===== src/rtl/core/lispt_pkg.sv =====
// ============================================================================
// lispt_pkg
// Shared types and constants for the streaming LIS length tracker.
// ============================================================================
package lispt_pkg;

    // default capacity of the tails store and stored value width
    localparam int MAX_LEN_DEF     = 1024;
    localparam int VALUE_WIDTH_DEF = 32;

    // fixed field widths of the stream ports
    localparam int VALUE_W  = 32;
    localparam int LENGTH_W = 11;
    localparam int S_DATA_W = 32;
    localparam int S_USER_W = 1;
    localparam int M_DATA_W = 16;

    // one result beat before packing
    typedef struct packed {
        logic                overflow;
        logic [LENGTH_W-1:0] length;
    } res_t;

endpackage


===== src/rtl/core/lispt_ctrl.sv =====
// ============================================================================
// lispt_ctrl
// Sequencer: checks the last tail, runs the binary search over the tails RAM
// and writes back the appended or replaced tail.
// ============================================================================
module lispt_ctrl #(
    parameter int MAX_LEN     = lispt_pkg::MAX_LEN_DEF,
    parameter int VALUE_WIDTH = lispt_pkg::VALUE_WIDTH_DEF
) (
    input  logic                       aclk,
    input  logic                       aresetn,
    // item side
    input  logic                       in_valid,
    output logic                       in_ready,
    input  logic [VALUE_WIDTH-1:0]     in_key,
    input  logic                       in_start,
    // result side
    output logic                       res_valid,
    input  logic                       res_ready,
    output lispt_pkg::res_t            res,
    // tails RAM
    output logic                       ram_we,
    output logic [$clog2(MAX_LEN)-1:0] ram_waddr,
    output logic [VALUE_WIDTH-1:0]     ram_wdata,
    output logic [$clog2(MAX_LEN)-1:0] ram_raddr,
    input  logic [VALUE_WIDTH-1:0]     ram_rdata
);

    localparam int AW = $clog2(MAX_LEN);
    localparam int CW = $clog2(MAX_LEN + 1);

    typedef enum logic [3:0] {
        ST_IDLE   = 4'b0001,
        ST_LAST   = 4'b0010,
        ST_SEARCH = 4'b0100,
        ST_DONE   = 4'b1000
    } state_t;

    state_t                 state_reg, state_next;
    logic [CW-1:0]          count_reg, count_next;
    logic                   ovf_reg, ovf_next;
    logic [VALUE_WIDTH-1:0] key_reg, key_next;
    logic [AW-1:0]          lo_reg, lo_next;
    logic [AW-1:0]          hi_reg, hi_next;
    logic [AW-1:0]          mid_reg, mid_next;

    logic [CW-1:0]          count_eff;
    logic [CW-1:0]          count_dec;
    logic [AW-1:0]          last_idx;
    logic                   tail_ge_key;
    logic [AW-1:0]          step_lo;
    logic [AW-1:0]          step_hi;
    logic [AW-1:0]          step_mid;

    // a start beat empties the store before its value is handled
    assign count_eff = in_start ? '0 : count_reg;
    assign count_dec = count_reg - CW'(1);
    assign last_idx  = count_dec[AW-1:0];

    // one binary search step on the tail just read
    assign tail_ge_key = $signed(ram_rdata) >= $signed(key_reg);
    assign step_lo     = tail_ge_key ? lo_reg : mid_reg + AW'(1);
    assign step_hi     = tail_ge_key ? mid_reg : hi_reg;
    assign step_mid    = step_lo + ((step_hi - step_lo) >> 1);

    // next state and RAM access
    always_comb begin
        logic [CW-1:0] eff_dec;
        eff_dec    = count_eff - CW'(1);
        state_next = state_reg;
        count_next = count_reg;
        ovf_next   = ovf_reg;
        key_next   = key_reg;
        lo_next    = lo_reg;
        hi_next    = hi_reg;
        mid_next   = mid_reg;
        ram_we     = 1'b0;
        ram_waddr  = '0;
        ram_wdata  = key_reg;
        ram_raddr  = mid_reg;
        in_ready   = 1'b0;
        res_valid  = 1'b0;

        case (state_reg)
            ST_IDLE: begin
                in_ready  = 1'b1;
                ram_raddr = eff_dec[AW-1:0];
                if (in_valid) begin
                    key_next   = in_key;
                    count_next = count_eff;
                    if (count_eff == '0) begin
                        // empty store: always append at the bottom
                        ram_we     = 1'b1;
                        ram_waddr  = '0;
                        ram_wdata  = in_key;
                        count_next = CW'(1);
                        state_next = ST_DONE;
                    end else begin
                        state_next = ST_LAST;
                    end
                end
            end
            ST_LAST: begin
                if ($signed(ram_rdata) < $signed(key_reg)) begin
                    // greater than every tail: append or flag overflow
                    if (count_reg == CW'(MAX_LEN)) begin
                        ovf_next = 1'b1;
                    end else begin
                        ram_we     = 1'b1;
                        ram_waddr  = count_reg[AW-1:0];
                        count_next = count_reg + CW'(1);
                    end
                    state_next = ST_DONE;
                end else if (last_idx == '0) begin
                    // only one tail and it is not below the value
                    ram_we     = 1'b1;
                    ram_waddr  = '0;
                    state_next = ST_DONE;
                end else begin
                    lo_next    = '0;
                    hi_next    = last_idx;
                    mid_next   = last_idx >> 1;
                    ram_raddr  = last_idx >> 1;
                    state_next = ST_SEARCH;
                end
            end
            ST_SEARCH: begin
                lo_next = step_lo;
                hi_next = step_hi;
                if (step_lo == step_hi) begin
                    // lowest tail not below the value; equal rewrites itself
                    ram_we     = 1'b1;
                    ram_waddr  = step_lo;
                    state_next = ST_DONE;
                end else begin
                    mid_next  = step_mid;
                    ram_raddr = step_mid;
                end
            end
            ST_DONE: begin
                res_valid = 1'b1;
                if (res_ready) begin
                    state_next = ST_IDLE;
                end
            end
            default: begin
                state_next = ST_IDLE;
            end
        endcase
    end

    assign res.length   = lispt_pkg::LENGTH_W'(count_reg);
    assign res.overflow = ovf_reg;

    // control state
    always_ff @(posedge aclk) begin
        if (!aresetn) begin
            state_reg <= ST_IDLE;
            count_reg <= '0;
            ovf_reg   <= 1'b0;
        end else begin
            state_reg <= state_next;
            count_reg <= count_next;
            ovf_reg   <= ovf_next;
        end
    end

    // search datapath
    always_ff @(posedge aclk) begin
        key_reg <= key_next;
        lo_reg  <= lo_next;
        hi_reg  <= hi_next;
        mid_reg <= mid_next;
    end

endmodule


===== config.mk =====
export PLATFORM = sky130hd
export DESIGN_NAME = lispt_ctrl
export DESIGN_NICKNAME = d
export VERILOG_FILES = /design/src/rtl/core/lispt_pkg.sv /design/src/rtl/core/lispt_ctrl.sv
export SDC_FILE = /design/constraint.sdc
export NUM_CORES = 1
export LEC_CHECK = 0
export BUFFER_PORTS_ARGS = -buffer_cell sky130_fd_sc_hd__buf_2
export CAP_MARGIN = 20
export CORE_MARGIN = 2
export CORE_UTILIZATION = 45
export DETAILED_ROUTE_END_ITERATION = 16
export PLACE_DENSITY = 0.7
export SYNTH_ARGS = -nofsm -noshare
export SYNTH_HDL_FRONTEND = slang
export SYNTH_SLANG_ARGS = --single-unit

===== constraint.sdc =====
create_clock -name aclk -period 5.6 [get_ports aclk]
set_input_delay 0.28 -clock aclk [delete_from_list [all_inputs] [get_ports aclk]]
set_output_delay 0.28 -clock aclk [all_outputs]
set_load 0.02 [all_outputs]

Word-level counts from Yosys, hierarchy flattened
Index checks and enable logic that the tools add are counted.
{ "totals": {"register_bits": 78, "latchBits": 0, "ramBits": 0, "mem_bits_ro": 0, "in_bits": 69, "output_inout_bits": 67, "mem_count": 0} }
{ "classes": {"add_sub_neg": 6, "n_mul": 0, "n_div": 0, "magnitude_cmp": 2, "n_eq_ne": 13, "shifts": 0, "mux": 42, "bitwise_logic": 0, "reduce_logical": 9} }
{ "op_table": {"columns": ["cell", "count"], "rows": [
  ["$mux W10", 12],
  ["$mux W32", 3],
  ["$pmux W10 S2", 4],
  ["$mux W11", 5],
  ["$ge A32 B32 Y1", 1],
  ["$lt A32 B32 Y1", 1],
  ["$pmux W10 S3", 1],
  ["$mux W4", 6],
  ["$pmux W11 S2", 1],
  ["$sub A10 B1 Y10 const B", 2],
  ["$pmux W4 S4", 1],
  ["$ne A2 B2 Y1 const B", 7],
  ["$add A11 B1 Y11 const B", 1],
  ["$eq A11 B11 Y1 const B", 1],
  ["$logic_not A11 Y1", 1],
  ["$add A10 B1 Y10 const B", 1],
  ["$add A10 B9 Y10", 1],
  ["$eq A10 B10 Y1", 1],
  ["$logic_not A10 Y1", 1],
  ["$sub A10 B10 Y10", 1],
  ["$reduce_and A3 Y1", 3],
  ["$mux W1", 8],
  ["$eq A4 B1 Y1 const B", 1],
  ["$eq A4 B2 Y1 const B", 1],
  ["6 further kinds", 7]
]} }

Depth between registers and ports, before layout
{ "logic_depth": {"word_depth": 6, "ltp_mapped": 32, "depth_no_buf": 29} }

Worst setup path after synthesis
No wires, ideal clock.
{ "synth_timing": {"path_kind": "flip-flop to output port", "from": "register key_reg[17]", "to": "output port ram_raddr[7]", "arrival_time_ps": 5969, "required_ps": 5320, "path_slack_ps": -649, "stages_incl_launch_ff": 28, "path_buffers": 2, "cell_sequence": "edfxtp_1 -> inv_1 -> ha_1 -> a21o_1 -> a221o_1 -> a211oi_2 -> nand3_1 -> a21oi_1 -> clkbuf_1 -> buf_1 -> mux2i_1 -> ha_1 -> inv_1 -> fa_1 -> maj3_1 -> nand2_1 -> nor4_1 -> nor2_1 -> a211oi_1 -> o21ai_0 -> and3_1 -> nor2_1 -> ha_1 -> and2b_1 -> o2111a_2 -> or4_4 -> a31oi_1 -> o2111ai_1"} }
{ "synth_between": {"elab_chain_len": 6} }
{ "synth_rtl": {"columns": ["element", "line", "rtl"], "rows": [
  ["start: declaration", "lispt_ctrl.sv:42", "logic [VALUE_WIDTH-1:0] key_reg, key_next;"],
  ["start signal: assignment", "lispt_ctrl.sv:170", "key_reg <= key_next;"],
  ["$ge A32 B32 Y1", "lispt_ctrl.sv:61", "assign tail_ge_key = $signed(ram_rdata) >= $signed(key_reg);"],
  ["$mux W10, on equally long branches", "lispt_ctrl.sv:63, lispt_ctrl.sv:62", null],
  ["$sub A10 B10 Y10", "lispt_ctrl.sv:64", "assign step_mid = step_lo + ((step_hi - step_lo) >> 1);"],
  ["$add A10 B9 Y10", "lispt_ctrl.sv:64", null],
  ["$mux W10", "lispt_ctrl.sv:130", "if (step_lo == step_hi) begin"],
  ["$pmux W10 S3 (*)", "lispt_ctrl.sv:84", "case (state_reg)"],
  ["end: declaration", "lispt_ctrl.sv:25", "output logic [$clog2(MAX_LEN)-1:0] ram_raddr,"]
]} }
Every way passes the cells marked *; elsewhere a longest branch is shown, timed or not.

Worst setup path in the final report
Same ends and word-level chain as after synthesis.

==> Flow_metrics.wiki <==
{| class="wikitable"
! Metric !! Value
|-
| Worst hold start || in_key[9]
|-
| Violations in the final reports || negative setup slack
|-
| Routed Wire Length || around 23000 microns
|-
| H-Tree Level Count || 3
|-
| Critical Path Start Type || flop
|-
| Gate power share || about 63%
|-
| Multi-input gate area || 5040 sq um
|-
| Number of CTS-inserted buffers || 9
|-
| Final Cycle Share || 112%
|-
| DRT antenna net count || 0
|-
| Sink count of the clock tree || 78
|-
| Setup repair after global routing missed its margin || yes
|-
| WP data required || approximately 5300 ps
|-
| Relative contribution of sequential cells to total power || about a fifth
|-
| Layout cell share with drive strength beyond 1 || a little under two fifths
|-
| Die extent in y || 130 microns
|-
| Antenna diodes || 0
|-
| Clock latency reported for the late side of the worst-skew pair || 360 ps
|-
| Die X-Extent || around 130 microns
|-
| Maximum fanout encountered on the critical timing path || 3
|-
| Vias post-DR || about 7400
|-
| Path category of the worst min-delay check || in2reg
|-
| Area fraction of the dominant cell type after synthesis || between 20% and 30%
|-
| Area of all placed cells without fillers || 9490 sq um
|-
| Final setup viols || 8
|-
| Number of standard cells in the layout, taps in and fillers out || between 1000 and 1500
|-
| Detailed Place HPWL || 16500 microns
|-
| WS Path Type || reg2out
|-
| Number of rows created at floorplan || between 40 and 50
|-
| Cell types occupying the most area after synthesis || edfxtp_1, ha_1, mux2_2
|-
| Crit end category || output pin
|-
| Global-route wire length before repair || approximately 34000 microns
|-
| Sw Ratio || 43.1%
|-
| MaxCap Viol Count || 0
|-
| Run status || complete, but fails checks
|-
| Die Outline Area || 17000 sq um
|-
| Sequential cell area || about 2200 sq um
|-
| Library cell with the largest summed area after synthesis || edfxtp_1
|-
| Starting Density || 45.7%
|-
| Root Buffer Master || clkbuf_16
|-
| Number of antenna violations at the first check in global routing || 0
|-
| GR Overflow Total || 0
|-
| Max FFs per register || 32
|-
| Standard cell core area || between 15000 and 20000 sq um
|-
| Slack of the critical path || -659 ps
|-
| DRC violation total after the first TritonRoute iteration || approximately 580
|-
| Static power due to leakage || a little over 4 nW
|-
| Critical path origin || key_reg[17]
|-
| Via-to-Cell Ratio || 5.87
|-
| Via count of the first global-routing pass || around 6700
|-
| Fin. max-slew vios || 0
|-
| PwrDens || 360 nW/um^2
|-
| Cell area after placement || between 8000 and 9000 sq um
|-
| Maximum number of pins on one net before global-route repair || 40
|-
| Layout filler cell count || around 1300
|-
| Worst voltage drop across the vdd grid || 0.194 mV
|-
| Count of flip-flops with a built-in enable after synthesis || 62
|-
| YS warnings || 0
|-
| Sequential share of the synthesized area || 30.4%
|-
| CTS Hold Buffers Added || 0
|-
| Length of the first detailed-routing pass in iterations || 6
|-
| Net count after synthesis || between 900 and 1000
|-
| Count of buffers from port buffering || around 140
|-
| Internal power consumption || 1.95 mW
|-
| Area of the mapped netlist || a little over 7000 sq um
|-
| Net switching power figure || around 1.5 mW
|-
| # DRC || 0
|-
| Clock transition at path regs || around 70 ps
|-
| Post-synth top flop || edfxtp_1
|-
| Fin util || 60.4%
|-
| Synthesis-to-layout area growth || 32.1%
|-
| DR WL/cell || around 18 microns
|-
| Clock period minus worst slack || 6260 ps
|-
| Synthesized area per cell || 8.54 sq um
|-
| Number of distinct library cell variants in the gate-level netlist after synthesis || 98
|-
| Skew final || between 10 and 15 ps
|-
| Critical register-to-register path startpoint || key_reg[17]
|-
| Flip-flop and latch count after synthesis || about 80
|-
| CTS tree || yes
|-
| Highest clock frequency the design can meet || approximately 160 MHz
|-
| Final layout net count || around 1200
|-
| Ports placed on the boundary || ~140
|-
| Critical Path AT || around 6000 ps
|-
| Maximum number of buffers from clock root to sink || 2
|-
| Ys async rst share || 0%
|-
| Instance count after placement with tap cells included || approximately 1200
|-
| Total routing resource utilization after global routing || between 20 and 30%
|-
| Routability congestion estimate from global placement || approximately 0.89
|-
| Gate count after technology mapping || 841
|-
| Slew at the pin with the worst max-slew slack || 893 ps
|-
| Clock Power Share || around 17%
|-
| Fin. Hold Viols || 0
|-
| Relative slew slack || between 40 and 50%
|}
-- per-layer routing --
| metal | up-vias | GRT usage (%) | share of wire, % |
|---|---|---|---|
| met2 | 362 | 42.0 | 48 |
| met4 | 0 | 10.7 | 3.0 |
| met1 | 3514 | 34.9 | 42 |
| li1 | 3504 | - | - |
| met3 | 60 | 3.24 | 7.4 |
| met5 | - | 0 | 0 |
-- cells by family after synthesis --
kind of cell / Yosys count / synth area share [%]
adder cells (fa/ha/maj): 56 / 9.90
AO/OA/AOI/OAI: 215 / 20.6
buffers and inverters: 104 / 6.33
AND/OR/NAND/NOR: 310 / 22.0
multiplexers: 42 / 6.43
flip-flops: 78 / 30.4
XOR/XNOR: 36 / 4.39
-- what timing repair did --
item	4_1_cts	5_1_grt
pin swaps	22	41
cloned	0	0
buffers inserted	7	13
setup endpoints to repair	12	13
gates resized for setup	37	68
-- per-stage QoR --
step	hold WS [ps]	power, mW	TNS, ps	worst slack (ps)
final	105	3.42	-3350	-659
after global routing	103	3.59	-5060	-818
after CTS	99.9	3.11	-3130	-604
after detailed placement	472	2.41	-1650	-403
after global placement	469	2.40	-726	-243
after floorplan	379	1.82	-171	-149
-- layout by cell type, fill, tap and decap left out, drive strengths merged, types with 10 or more instances in the layout --
master	Yosys	layout
a21oi	58	58
a31oi	13	13
buf	10	237
clkbuf	31	10
dfxtp	16	16
edfxtp	62	62
ha	52	52
inv	61	63
mux2	33	33
nand2	93	93
nand3	27	27
nand4	13	13
nor2	76	76
nor2b	16	16
nor3	20	20
nor4	11	11
o21ai	49	49
xnor2	26	26
xor2	10	10
-- layout make-up --
class	instances	share of cell area, %
clock buffer	10	2.41
clock inverter	6	0.488
inverter	62	2.45
multi-input combinational	659	53.1
sequential	78	23.0
tap	216	2.85
timing repair buffer	237	15.7
-- power by group through the flow --
stage	Clock, mW	Sequential (mW)	Combinational (mW)
after global placement	0	0.713	1.69
after detailed placement	0	0.715	1.70
final	0.575	0.702	2.14
after floorplan	0	0.709	1.11
after CTS	0.577	0.702	1.83
after global routing	0.596	0.707	2.29
-- synthesized netlist by cell type (all sizes together) (6+ instances only) --
master,n
mux2i,9
a21oi,58
xnor2,26
xor2,10
a21o,8
o21a,6
and3,9
nor2b,16
mux2,33
inv,61
a211oi,9
nand3,27
edfxtp,62
nor4,11
nand4,13
dfxtp,16
o211ai,7
nor3,20
a31oi,13
o21ai,49
nand2b,9
nor2,76
clkbuf,31
nand2,93
ha,52
buf,10
-- worst max-delay path, stage by stage, from the launching register on --
cell and delay, ps:
edfxtp_1 410, inv_2 110, ha_4 210, a21o_1 170, a221o_1 390, a211o_4 370
o21ai_2 250, a21oi_4 100, buf_4 150, nand2_1 70, nand2_1 110, buf_4 180
fa_2 390, maj3_2 340, nand2_2 90, nor4_4 50, nor2_2 130, a211oi_2 90
o21ai_2 180, and3_1 180, nor2_1 40, ha_1 280, and2b_1 170, o2111a_2 170
or4_4 510, a31oi_4 150, o2111ai_2 160, buf_6 170
-- path summary, 6_finish.rpt --
check	endpoint	slack, ps	cells past startpoint
worst max-delay path	ram_raddr[7]	-660	27
worst min-delay path	key_reg[9]	110	1
worst max register to register	mid_reg[6]	-240	30
worst min register to register	ovf_reg	500	2
Power figures use the tool's default switching activity.
